`src/hdl/u8u16_pkg.sv`:
```
// shared types and constants for the utf-8 to utf-16 transcoder
package u8u16_pkg;

    // default depth of the internal queues
    localparam int QUEUE_DEPTH_DEF = 2;

    // code point and code unit widths
    localparam int CP_W   = 21;
    localparam int UNIT_W = 16;

    // lead byte classes, given as sequence lengths
    localparam logic [2:0] LEN_NONE = 3'd0;
    localparam logic [2:0] LEN_ONE  = 3'd1;
    localparam logic [2:0] LEN_TWO  = 3'd2;
    localparam logic [2:0] LEN_THREE = 3'd3;
    localparam logic [2:0] LEN_FOUR = 3'd4;

    // surrogate constants
    localparam logic [CP_W-1:0]   SUPP_BASE = 21'h10000;
    localparam logic [UNIT_W-1:0] HIGH_BASE = 16'hD800;
    localparam logic [UNIT_W-1:0] LOW_BASE  = 16'hDC00;

    // one input transaction
    typedef struct packed {
        logic [7:0] byte_value;
        logic       string_end;
    } byte_in_t;

    // one result transaction
    typedef struct packed {
        logic [15:0] code_unit;
        logic        run_last;
        logic        text_last;
    } unit_out_t;

    // decoded code point handed from front to back
    typedef struct packed {
        logic [CP_W-1:0] code_point;
        logic            text_end;
    } cp_entry_t;

endpackage

```
`src/hdl/u8u16_fifo.sv`:
```
// small register queue used between the stages and at the output
module u8u16_fifo #(
    parameter int WIDTH = 8,
    parameter int DEPTH = 2
) (
    input  logic             clk,
    input  logic             rst_n,
    input  logic             wr_en,
    input  logic [WIDTH-1:0] wr_data,
    output logic             full,
    input  logic             rd_en,
    output logic [WIDTH-1:0] rd_data,
    output logic             empty
);
    localparam int PTR_W = (DEPTH > 1) ? $clog2(DEPTH) : 1;
    localparam int CNT_W = $clog2(DEPTH + 1);
    localparam logic [PTR_W-1:0] PTR_LAST = PTR_W'(DEPTH - 1);

    logic [WIDTH-1:0] mem_reg [DEPTH];
    logic [PTR_W-1:0] wr_ptr_reg, wr_ptr_next;
    logic [PTR_W-1:0] rd_ptr_reg, rd_ptr_next;
    logic [CNT_W-1:0] count_reg, count_next;
    logic             do_wr, do_rd;

    assign full    = (count_reg == CNT_W'(DEPTH));
    assign empty   = (count_reg == '0);
    assign do_wr   = wr_en && !full;
    assign do_rd   = rd_en && !empty;
    assign rd_data = mem_reg[rd_ptr_reg];

    // pointer and count update
    always_comb
    begin
        wr_ptr_next = wr_ptr_reg;
        rd_ptr_next = rd_ptr_reg;
        count_next  = count_reg;
        if (do_wr)
        begin
            wr_ptr_next = (wr_ptr_reg == PTR_LAST) ? '0 : wr_ptr_reg + 1'b1;
        end
        if (do_rd)
        begin
            rd_ptr_next = (rd_ptr_reg == PTR_LAST) ? '0 : rd_ptr_reg + 1'b1;
        end
        if (do_wr && !do_rd)
        begin
            count_next = count_reg + 1'b1;
        end
        else if (do_rd && !do_wr)
        begin
            count_next = count_reg - 1'b1;
        end
    end

    always_ff @(posedge clk or negedge rst_n)
    begin
        if (!rst_n)
        begin
            wr_ptr_reg <= '0;
            rd_ptr_reg <= '0;
            count_reg  <= '0;
        end
        else
        begin
            wr_ptr_reg <= wr_ptr_next;
            rd_ptr_reg <= rd_ptr_next;
            count_reg  <= count_next;
        end
    end

    // storage write
    always_ff @(posedge clk)
    begin
        if (do_wr)
        begin
            mem_reg[wr_ptr_reg] <= wr_data;
        end
    end

endmodule

```
`src/hdl/u8u16_front.sv`:
```
// byte classifier and code point accumulator
module u8u16_front (
    input  logic                  clk,
    input  logic                  rst_n,
    input  logic                  accept,
    input  u8u16_pkg::byte_in_t   item,
    output logic                  cp_valid,
    output u8u16_pkg::cp_entry_t  cp_entry
);
    import u8u16_pkg::*;

    logic [2:0]      seq_len_reg, seq_len_next;
    logic [2:0]      taken_reg, taken_next;
    logic [CP_W-1:0] cp_reg, cp_next;
    logic [2:0]      len;
    logic [2:0]      taken;
    logic [2:0]      remain;
    logic [4:0]      shift;
    logic [CP_W-1:0] cp_acc;
    logic [7:0]      b;
    logic            done;

    assign b = item.byte_value;

    // classify a lead or merge a continuation byte
    always_comb
    begin
        len    = seq_len_reg;
        taken  = taken_reg;
        remain = '0;
        shift  = '0;
        cp_acc = cp_reg;
        if (seq_len_reg == LEN_NONE)
        begin
            taken = 3'd1;
            if (!b[7])
            begin
                len    = LEN_ONE;
                cp_acc = {13'd0, b};
            end
            else if (b[7:5] == 3'b110)
            begin
                len    = LEN_TWO;
                cp_acc = {10'd0, b[4:0], 6'd0};
            end
            else if (b[7:4] == 4'b1110)
            begin
                len    = LEN_THREE;
                cp_acc = {5'd0, b[3:0], 12'd0};
            end
            else
            begin
                len    = LEN_FOUR;
                cp_acc = {b[2:0], 18'd0};
            end
            done = (len == LEN_ONE) || item.string_end;
        end
        else
        begin
            taken  = taken_reg + 3'd1;
            remain = (taken <= len) ? (len - taken) : 3'd0;
            case (remain)
                3'd1:    shift = 5'd6;
                3'd2:    shift = 5'd12;
                3'd3:    shift = 5'd18;
                default: shift = 5'd0;
            endcase
            cp_acc = cp_reg | (CP_W'({15'd0, b[5:0]}) << shift);
            done   = (taken >= len) || item.string_end;
        end
    end

    // state update on each accepted byte
    always_comb
    begin
        seq_len_next = seq_len_reg;
        taken_next   = taken_reg;
        cp_next      = cp_reg;
        if (accept)
        begin
            if (done)
            begin
                seq_len_next = LEN_NONE;
                taken_next   = '0;
                cp_next      = '0;
            end
            else
            begin
                seq_len_next = len;
                taken_next   = taken;
                cp_next      = cp_acc;
            end
        end
    end

    always_ff @(posedge clk or negedge rst_n)
    begin
        if (!rst_n)
        begin
            seq_len_reg <= LEN_NONE;
            taken_reg   <= '0;
            cp_reg      <= '0;
        end
        else
        begin
            seq_len_reg <= seq_len_next;
            taken_reg   <= taken_next;
            cp_reg      <= cp_next;
        end
    end

    // finished code point goes to the queue
    assign cp_valid            = accept && done;
    assign cp_entry.code_point = cp_acc;
    assign cp_entry.text_end   = item.string_end;

endmodule

```
`src/hdl/u8u16_back.sv`:
```
// code point to utf-16 unit generator, one unit per cycle unless the result queue is full or no code point waits
module u8u16_back (
    input  logic                  clk,
    input  logic                  rst_n,
    input  logic                  cp_empty,
    input  u8u16_pkg::cp_entry_t  cp_entry,
    output logic                  cp_pop,
    input  logic                  unit_full,
    output logic                  unit_push,
    output u8u16_pkg::unit_out_t  unit
);
    import u8u16_pkg::*;

    logic            phase_reg, phase_next;
    logic            is_pair;
    logic [CP_W-1:0] offset;
    logic [UNIT_W-1:0] high_half;
    logic [UNIT_W-1:0] low_half;

    // surrogate halves
    assign is_pair   = |cp_entry.code_point[CP_W-1:16];
    assign offset    = cp_entry.code_point - SUPP_BASE;
    assign high_half = HIGH_BASE + {5'd0, offset[CP_W-1:10]};
    assign low_half  = LOW_BASE | {6'd0, offset[9:0]};

    // select the unit for this cycle
    always_comb
    begin
        if (phase_reg)
        begin
            unit.code_unit = low_half;
        end
        else if (is_pair)
        begin
            unit.code_unit = high_half;
        end
        else
        begin
            unit.code_unit = cp_entry.code_point[UNIT_W-1:0];
        end
        unit.run_last  = !is_pair || phase_reg;
        unit.text_last = unit.run_last && cp_entry.text_end;
    end

    assign unit_push = !cp_empty && !unit_full;
    assign cp_pop    = unit_push && unit.run_last;

    // second half pending after a high surrogate
    always_comb
    begin
        phase_next = phase_reg;
        if (unit_push)
        begin
            phase_next = is_pair && !phase_reg;
        end
    end

    always_ff @(posedge clk or negedge rst_n)
    begin
        if (!rst_n)
        begin
            phase_reg <= 1'b0;
        end
        else
        begin
            phase_reg <= phase_next;
        end
    end

endmodule

```
`src/hdl/utf8_to_utf16_transcoder.sv`:
```
// top level of the utf-8 to utf-16 transcoder
//
// Bytes enter through a queue-style port (push/full) at up to one per cycle,
// and utf-16 units leave through a second queue (empty/pop) at up to one per cycle.
// The front stage classifies each byte and builds the code point in the same
// cycle it is taken; a finished code point goes into a small queue, and the
// back stage turns it into one unit, or into a high and a low surrogate unit.
// A byte that completes a sequence writes its code point into the code point
// queue; the back stage then writes its first unit into the result queue, from
// which it can be popped. Sustained input rate is one byte per cycle, limited
// only by the one-unit-per-cycle output port when surrogate pairs arrive
// densely, and by pop stalls once both queues fill. Decoding is lenient:
// continuation bytes are not checked, odd leads act as four-byte leads, and a
// string that ends mid-sequence fills the missing bits with zero.
module utf8_to_utf16_transcoder #(
    parameter int QUEUE_DEPTH = u8u16_pkg::QUEUE_DEPTH_DEF
) (
    input  logic                 clk,
    input  logic                 rst_n,
    input  logic                 push,
    output logic                 full,
    input  u8u16_pkg::byte_in_t  item,
    output logic                 empty,
    input  logic                 pop,
    output u8u16_pkg::unit_out_t result
);
    import u8u16_pkg::*;

    logic      accept;
    logic      cp_valid;
    cp_entry_t cp_wr;
    cp_entry_t cp_rd;
    logic      cp_empty;
    logic      cp_pop;
    logic      unit_full;
    logic      unit_push;
    unit_out_t unit_wr;

    assign accept = push && !full;

    // byte decode
    u8u16_front u_front (
        .clk      (clk),
        .rst_n    (rst_n),
        .accept   (accept),
        .item     (item),
        .cp_valid (cp_valid),
        .cp_entry (cp_wr)
    );

    // code point queue
    u8u16_fifo #(
        .WIDTH ($bits(cp_entry_t)),
        .DEPTH (QUEUE_DEPTH)
    ) u_cp_queue (
        .clk     (clk),
        .rst_n   (rst_n),
        .wr_en   (cp_valid),
        .wr_data (cp_wr),
        .full    (full),
        .rd_en   (cp_pop),
        .rd_data (cp_rd),
        .empty   (cp_empty)
    );

    // unit generation
    u8u16_back u_back (
        .clk       (clk),
        .rst_n     (rst_n),
        .cp_empty  (cp_empty),
        .cp_entry  (cp_rd),
        .cp_pop    (cp_pop),
        .unit_full (unit_full),
        .unit_push (unit_push),
        .unit      (unit_wr)
    );

    // result queue
    u8u16_fifo #(
        .WIDTH ($bits(unit_out_t)),
        .DEPTH (QUEUE_DEPTH)
    ) u_unit_queue (
        .clk     (clk),
        .rst_n   (rst_n),
        .wr_en   (unit_push),
        .wr_data (unit_wr),
        .full    (unit_full),
        .rd_en   (pop),
        .rd_data (result),
        .empty   (empty)
    );

endmodule
```
`config.mk`:
```
export PLATFORM = sky130hd
export DESIGN_NAME = utf8_to_utf16_transcoder
export DESIGN_NICKNAME = d
export VERILOG_FILES = /design/src/hdl/u8u16_pkg.sv /design/src/hdl/u8u16_fifo.sv /design/src/hdl/u8u16_front.sv /design/src/hdl/u8u16_back.sv /design/src/hdl/utf8_to_utf16_transcoder.sv
export SDC_FILE = /design/constraint.sdc
export NUM_CORES = 1
export LEC_CHECK = 0
export ABC_AREA = 1
export BUFFER_PORTS_ARGS = -buffer_cell sky130_fd_sc_hd__buf_4
export CAP_MARGIN = 20
export CORE_MARGIN = 2
export CORE_UTILIZATION = 60
export CTS_CLUSTER_DIAMETER = 40
export DETAILED_ROUTE_END_ITERATION = 7
export GPL_TIMING_DRIVEN = 0
export PLACE_DENSITY = 0.84
export RECOVER_POWER = 100
export REMOVE_ABC_BUFFERS = 1
export SKIP_LAST_GASP = 1
export SLEW_MARGIN = 30
export SYNTH_ARGS = -nofsm -noshare
export SYNTH_HDL_FRONTEND = slang
export SYNTH_SLANG_ARGS = --single-unit
```
`constraint.sdc`:
```
create_clock -name clk -period 3.6 [get_ports clk]
set_clock_uncertainty 0.05 [all_clocks]
set_input_delay 0.36 -clock clk [delete_from_list [all_inputs] [get_ports clk]]
set_output_delay 0.36 -clock clk [all_outputs]
set_load 0.01 [all_outputs]
```
==> Flow_metrics.wiki <==
{| class="wikitable"
! Metric !! Value
|-
| Number of top-level pins || 33
|-
| Number of sinks handled by clock tree synthesis || 116
|-
| Class of the most critical hold timing path || primary input to flop
|-
| Count of flip-flops with a built-in enable after synthesis || 80
|-
| Vias in the first global route || just under 4,000
|-
| Starting utilization of the core area || 62.1%
|-
| Final number of hold-violating endpoints || 0
|-
| Routed wire length || about 11,000 microns
|-
| Cell chain of the critical path || inv_1 > nand2_1 > nand2_1 > inv_1 > ha_1 > inv_1 > nor2_4 > nand2_1 > nand2_4 > nand2_4 > ha_1 > a21oi_1 > o21ai_0 > xor2_1
|-
| Final Core Density || approximately 71%
|-
| Largest fanout of any net on the critical path || 23
|-
| Number of warnings reported in the yosys synthesis log || 0
|-
| Clock-pin slew reported for the worst setup and hold paths after clock tree synthesis || 0.06 ns
|-
| Flop pwr share || approximately 37%
|-
| Area Growth Syn to Fin || 14.8%
|-
| Crit path kind || flop to flop
|-
| Share of cells above drive strength 1 || slightly below 10%
|-
| Run status || finished with violations
|-
| Per-cell routed wire length || roughly 16 microns
|-
| Total track usage || between 20% and 30%
|-
| Final antenna diode count || 0
|-
| Die width || 99.0 microns
|-
| PwrDens || approximately 1000 nW/um^2
|-
| H-tree depth reported by CTS || 4
|-
| Instance count along the most critical hold path || 1
|-
| #FFs+latches synth || 116
|-
| Filler cells || between 600 and 700
|-
| Type of destination of the critical path || flop
|-
| Synthesized area per cell || 9.90 sq um
|-
| Total power consumption of the routed design || 6.24 mW
|-
| Worst Path Buf+Inv || 3
|-
| Core region area || ~8700 sq um
|-
| TritonCTS clock tree || built
|-
| Overall overflow remaining after global route || 0
|-
| Primary FF master, synth || sky130_fd_sc_hd__edfxtp_1
|-
| Post-synthesis instance area || 5420 sq um
|-
| Number of failing setup endpoints in the final timing report || 0
|-
| Die area || ~9800 sq um
|-
| Cell leakage power || ~2.7 nW
|-
| Flip-flop and latch area || 3300 sq um
|-
| Via Count || between 3,000 and 4,000
|-
| Combinational share of power || between 30% and 40%
|-
| Maximum buffer depth of the clock tree || 2
|-
| Portion of the post-synthesis area used by sequential elements || ~60%
|-
| Slew at the pin closest to its max-slew limit || around 2.0 ns
|-
| Number of buffers inserted by post-CTS setup repair || 0
|-
| Internal Dissipation || approximately 3.8 mW
|-
| Initial antenna violation count || 0
|-
| Switching power || 2.40 mW
|-
| NumNets Final || roughly 610
|-
| Number of rows created at floorplan || 34
|-
| Clock Tree Root || sky130_fd_sc_hd__clkbuf_8
|-
| Critical Path Max Stage Delay || approximately 0.7 ns
|-
| Clock network fraction of design power || ~27%
|-
| Worst EP arrival || roughly 3.6 ns
|-
| Number of maximum-capacitance violations || 1
|-
| Number of clock buffers inserted by TritonCTS || 17
|-
| Share of total power consumed by net switching || between 30% and 40%
|-
| Number of nets with antenna violations after routing || 0
|-
| Die Height || 99.0 microns
|-
| Share of the cycle needed by the critical path after routing || roughly nine tenths
|-
| Largest net degree at the start of global routing || 37
|-
| 1st-iter DRT viols || about 210
|-
| Number of stages on the worst setup path || 14
|-
| Clock network latency to the later pin of the worst-skew pair || roughly 0.5 ns
|-
| Gp weighted congestion || between 0.9 and 1
|-
| Gate Count Post-Synth || between 500 and 600
|-
| Largest delay share family, worst path || simple AND/OR/NAND/NOR gates
|-
| Violations in the final reports || capacitance limit, slew limit
|-
| Pre-antenna DRT Iters || 4
|-
| Count of distinct cell types in the synthesized netlist || 40
|-
| Max-slew violation count || 37
|-
| DR DRC count || 0
|-
| Startpoint class of the critical path || flop
|-
| First-pass GRT wire length || between 15,000 and 20,000 microns
|-
| Instance area at placement || around 5700 sq um
|-
| Multi-input gate area in the final layout || 1770 sq um
|-
| Final setup TNS || 0 ns
|-
| Maximum resistive drop on vdd || between 0.0007 and 0.0008 V
|-
| Min Clock Period, post-route || roughly 3.2 ns
|-
| Final Non-Filler Cells || 706
|-
| Post-route cell area || roughly 6200 sq um
|-
| Number of buffer cells added on primary ports || 32
|-
| CP Data Required Time || 3.93 ns
|-
| Number of cells traversed by the worst register-to-register path || 14
|-
| Per-cell via count in the routed design || ~5.5
|-
| Final HPWL from detailed placement || 7350 microns
|-
| Worst path slowest cell || sky130_fd_sc_hd__dfrtp_2
|-
| Max-slew headroom at the worst pin || -36.1%
|-
| Setup repair after global routing missed its margin || false
|-
| Share of async-settable or async-resettable flops after synthesis || just over 30%
|-
| Max reg flops || between 40 and 50
|-
| FMAX || between 300 and 400 MHz
|-
| Cell count after placement || between 600 and 700
|}
## worst register-to-register path, cell delays in order (launching register included)
cell	delay (ns)
sky130_fd_sc_hd__dfrtp_2	0.68
sky130_fd_sc_hd__inv_1	0.40
sky130_fd_sc_hd__nand2_1	0.15
sky130_fd_sc_hd__nand2_1	0.06
sky130_fd_sc_hd__inv_1	0.07
sky130_fd_sc_hd__ha_1	0.13
sky130_fd_sc_hd__inv_1	0.08
sky130_fd_sc_hd__nor2_4	0.14
sky130_fd_sc_hd__nand2_1	0.15
sky130_fd_sc_hd__nand2_4	0.27
sky130_fd_sc_hd__nand2_4	0.11
sky130_fd_sc_hd__ha_1	0.33
sky130_fd_sc_hd__a21oi_1	0.15
sky130_fd_sc_hd__o21ai_0	0.16
sky130_fd_sc_hd__xor2_1	0.17
## metrics by stage
step	setup WS (ns)	hold WS, ns
after detailed placement	0.289	0.302
after CTS	0.249	0.00698
final	0.378	0.116
after global placement	-0.373	0.293
after global routing	0.127	0.109
after floorplan	0.317	0.0144
## layout by cell type, fill, tap and decap left out, drive strengths merged
cell type,Yosys,routed
buf,9,10
or2,3,3
ha,8,8
mux2i,8,8
o21bai,1,1
xor2,6,6
a31oi,5,5
o211ai,3,3
o21ai,39,39
inv,62,63
dlygate4sd3,0,1
nor2,26,26
a21oi,6,6
nand4,3,3
o22ai,7,7
nor3,2,2
fa,1,1
clkbuf,7,42
edfxtp,80,80
clkinvlp,0,5
o31ai,6,6
nand2,201,201
dfrtp,36,36
xnor2,3,3
nand3,22,22
o21a,1,1
clkinv,0,4
a21o,2,2
bufinv,0,4
## per-layer routing
metal	wire, microns	share of wire, %	GRT usage (%)	vias to the layer above
met5	0	0	0	-
met4	274	2.4	9.91	0
met3	543	4.8	5.46	27
met2	5690	51	41.0	124
met1	4740	42	30.7	1832
li1	-	-	-	1880
## kinds of logic after synthesis
group                      Yosys count  synth area share [%]
and+or+nand+nor                    257                  19.8
DFF                                116                  61.0
buffers and inverters               78                  6.12
AOI/OAI and AO/OA                   70                  7.90
xor gates and xnor gates             9                  1.46
adders and majority gates            9                  2.22
muxes                                8                  1.48
## final timing paths
| check | start | endpoint | slack (ns) |
|---|---|---|---|
| min reg2reg | u_front.cp_reg[7] | u_front.cp_reg[7] | 0.43 |
| min | item[0] | u_cp_queue.mem_reg[0][0] | 0.12 |
| max reg2reg | u_cp_queue.rd_ptr_reg | u_cp_queue.count_reg[1] | 0.38 |
| max | u_cp_queue.rd_ptr_reg | u_cp_queue.count_reg[1] | 0.38 |
| min in group asynchronous | rst_n | u_front.cp_reg[6] | 0.93 |
| max in group asynchronous | rst_n | u_cp_queue.rd_ptr_reg | 1.24 |
## repair_timing
item	4_1_cts	5_1_grt
endpoints found under the setup margin	0	1
hold endpoints to repair	36	0
gates resized for setup	0	1
hold buffers	1	0
## power groups by stage
| stage | Combinational [mW] | Clock [mW] | Sequential (mW) |
|---|---|---|---|
| after floorplan | 1.64 | 0 | 2.25 |
| after global placement | 2.25 | 0 | 2.30 |
| after detailed placement | 2.42 | 0 | 2.32 |
| after CTS | 2.46 | 1.72 | 2.30 |
| after global routing | 2.52 | 1.78 | 2.35 |
| final | 2.23 | 1.71 | 2.30 |
## synth_stat cells (all sizes together), types with 3 or more instances
library cell / count / area share, %
a31oi: 5 / 0.92
xnor2: 3 / 0.49
a21oi: 6 / 0.62
inv: 62 / 4.3
nand3: 22 / 2.4
o31ai: 6 / 0.83
o21ai: 39 / 3.7
xor2: 6 / 0.97
nand4: 3 / 0.35
dfrtp: 36 / 17
clkbuf: 7 / 0.49
buf: 9 / 1.3
nor2: 26 / 2.0
or2: 3 / 0.35
mux2i: 8 / 1.5
nand2: 201 / 14
o22ai: 7 / 0.81
ha: 8 / 1.8
o211ai: 3 / 0.42
edfxtp: 80 / 44
## layout make-up
cell class | count | area share, %
clock inverters | 14 | 2.98
clock buffers | 18 | 6.72
multi-input cells | 353 | 28.4
inverters | 62 | 3.74
repair buffers | 35 | 2.82
flip-flops and latches | 116 | 53.1
well taps | 108 | 2.17
Note: power is estimated with default switching activity, not from simulation.
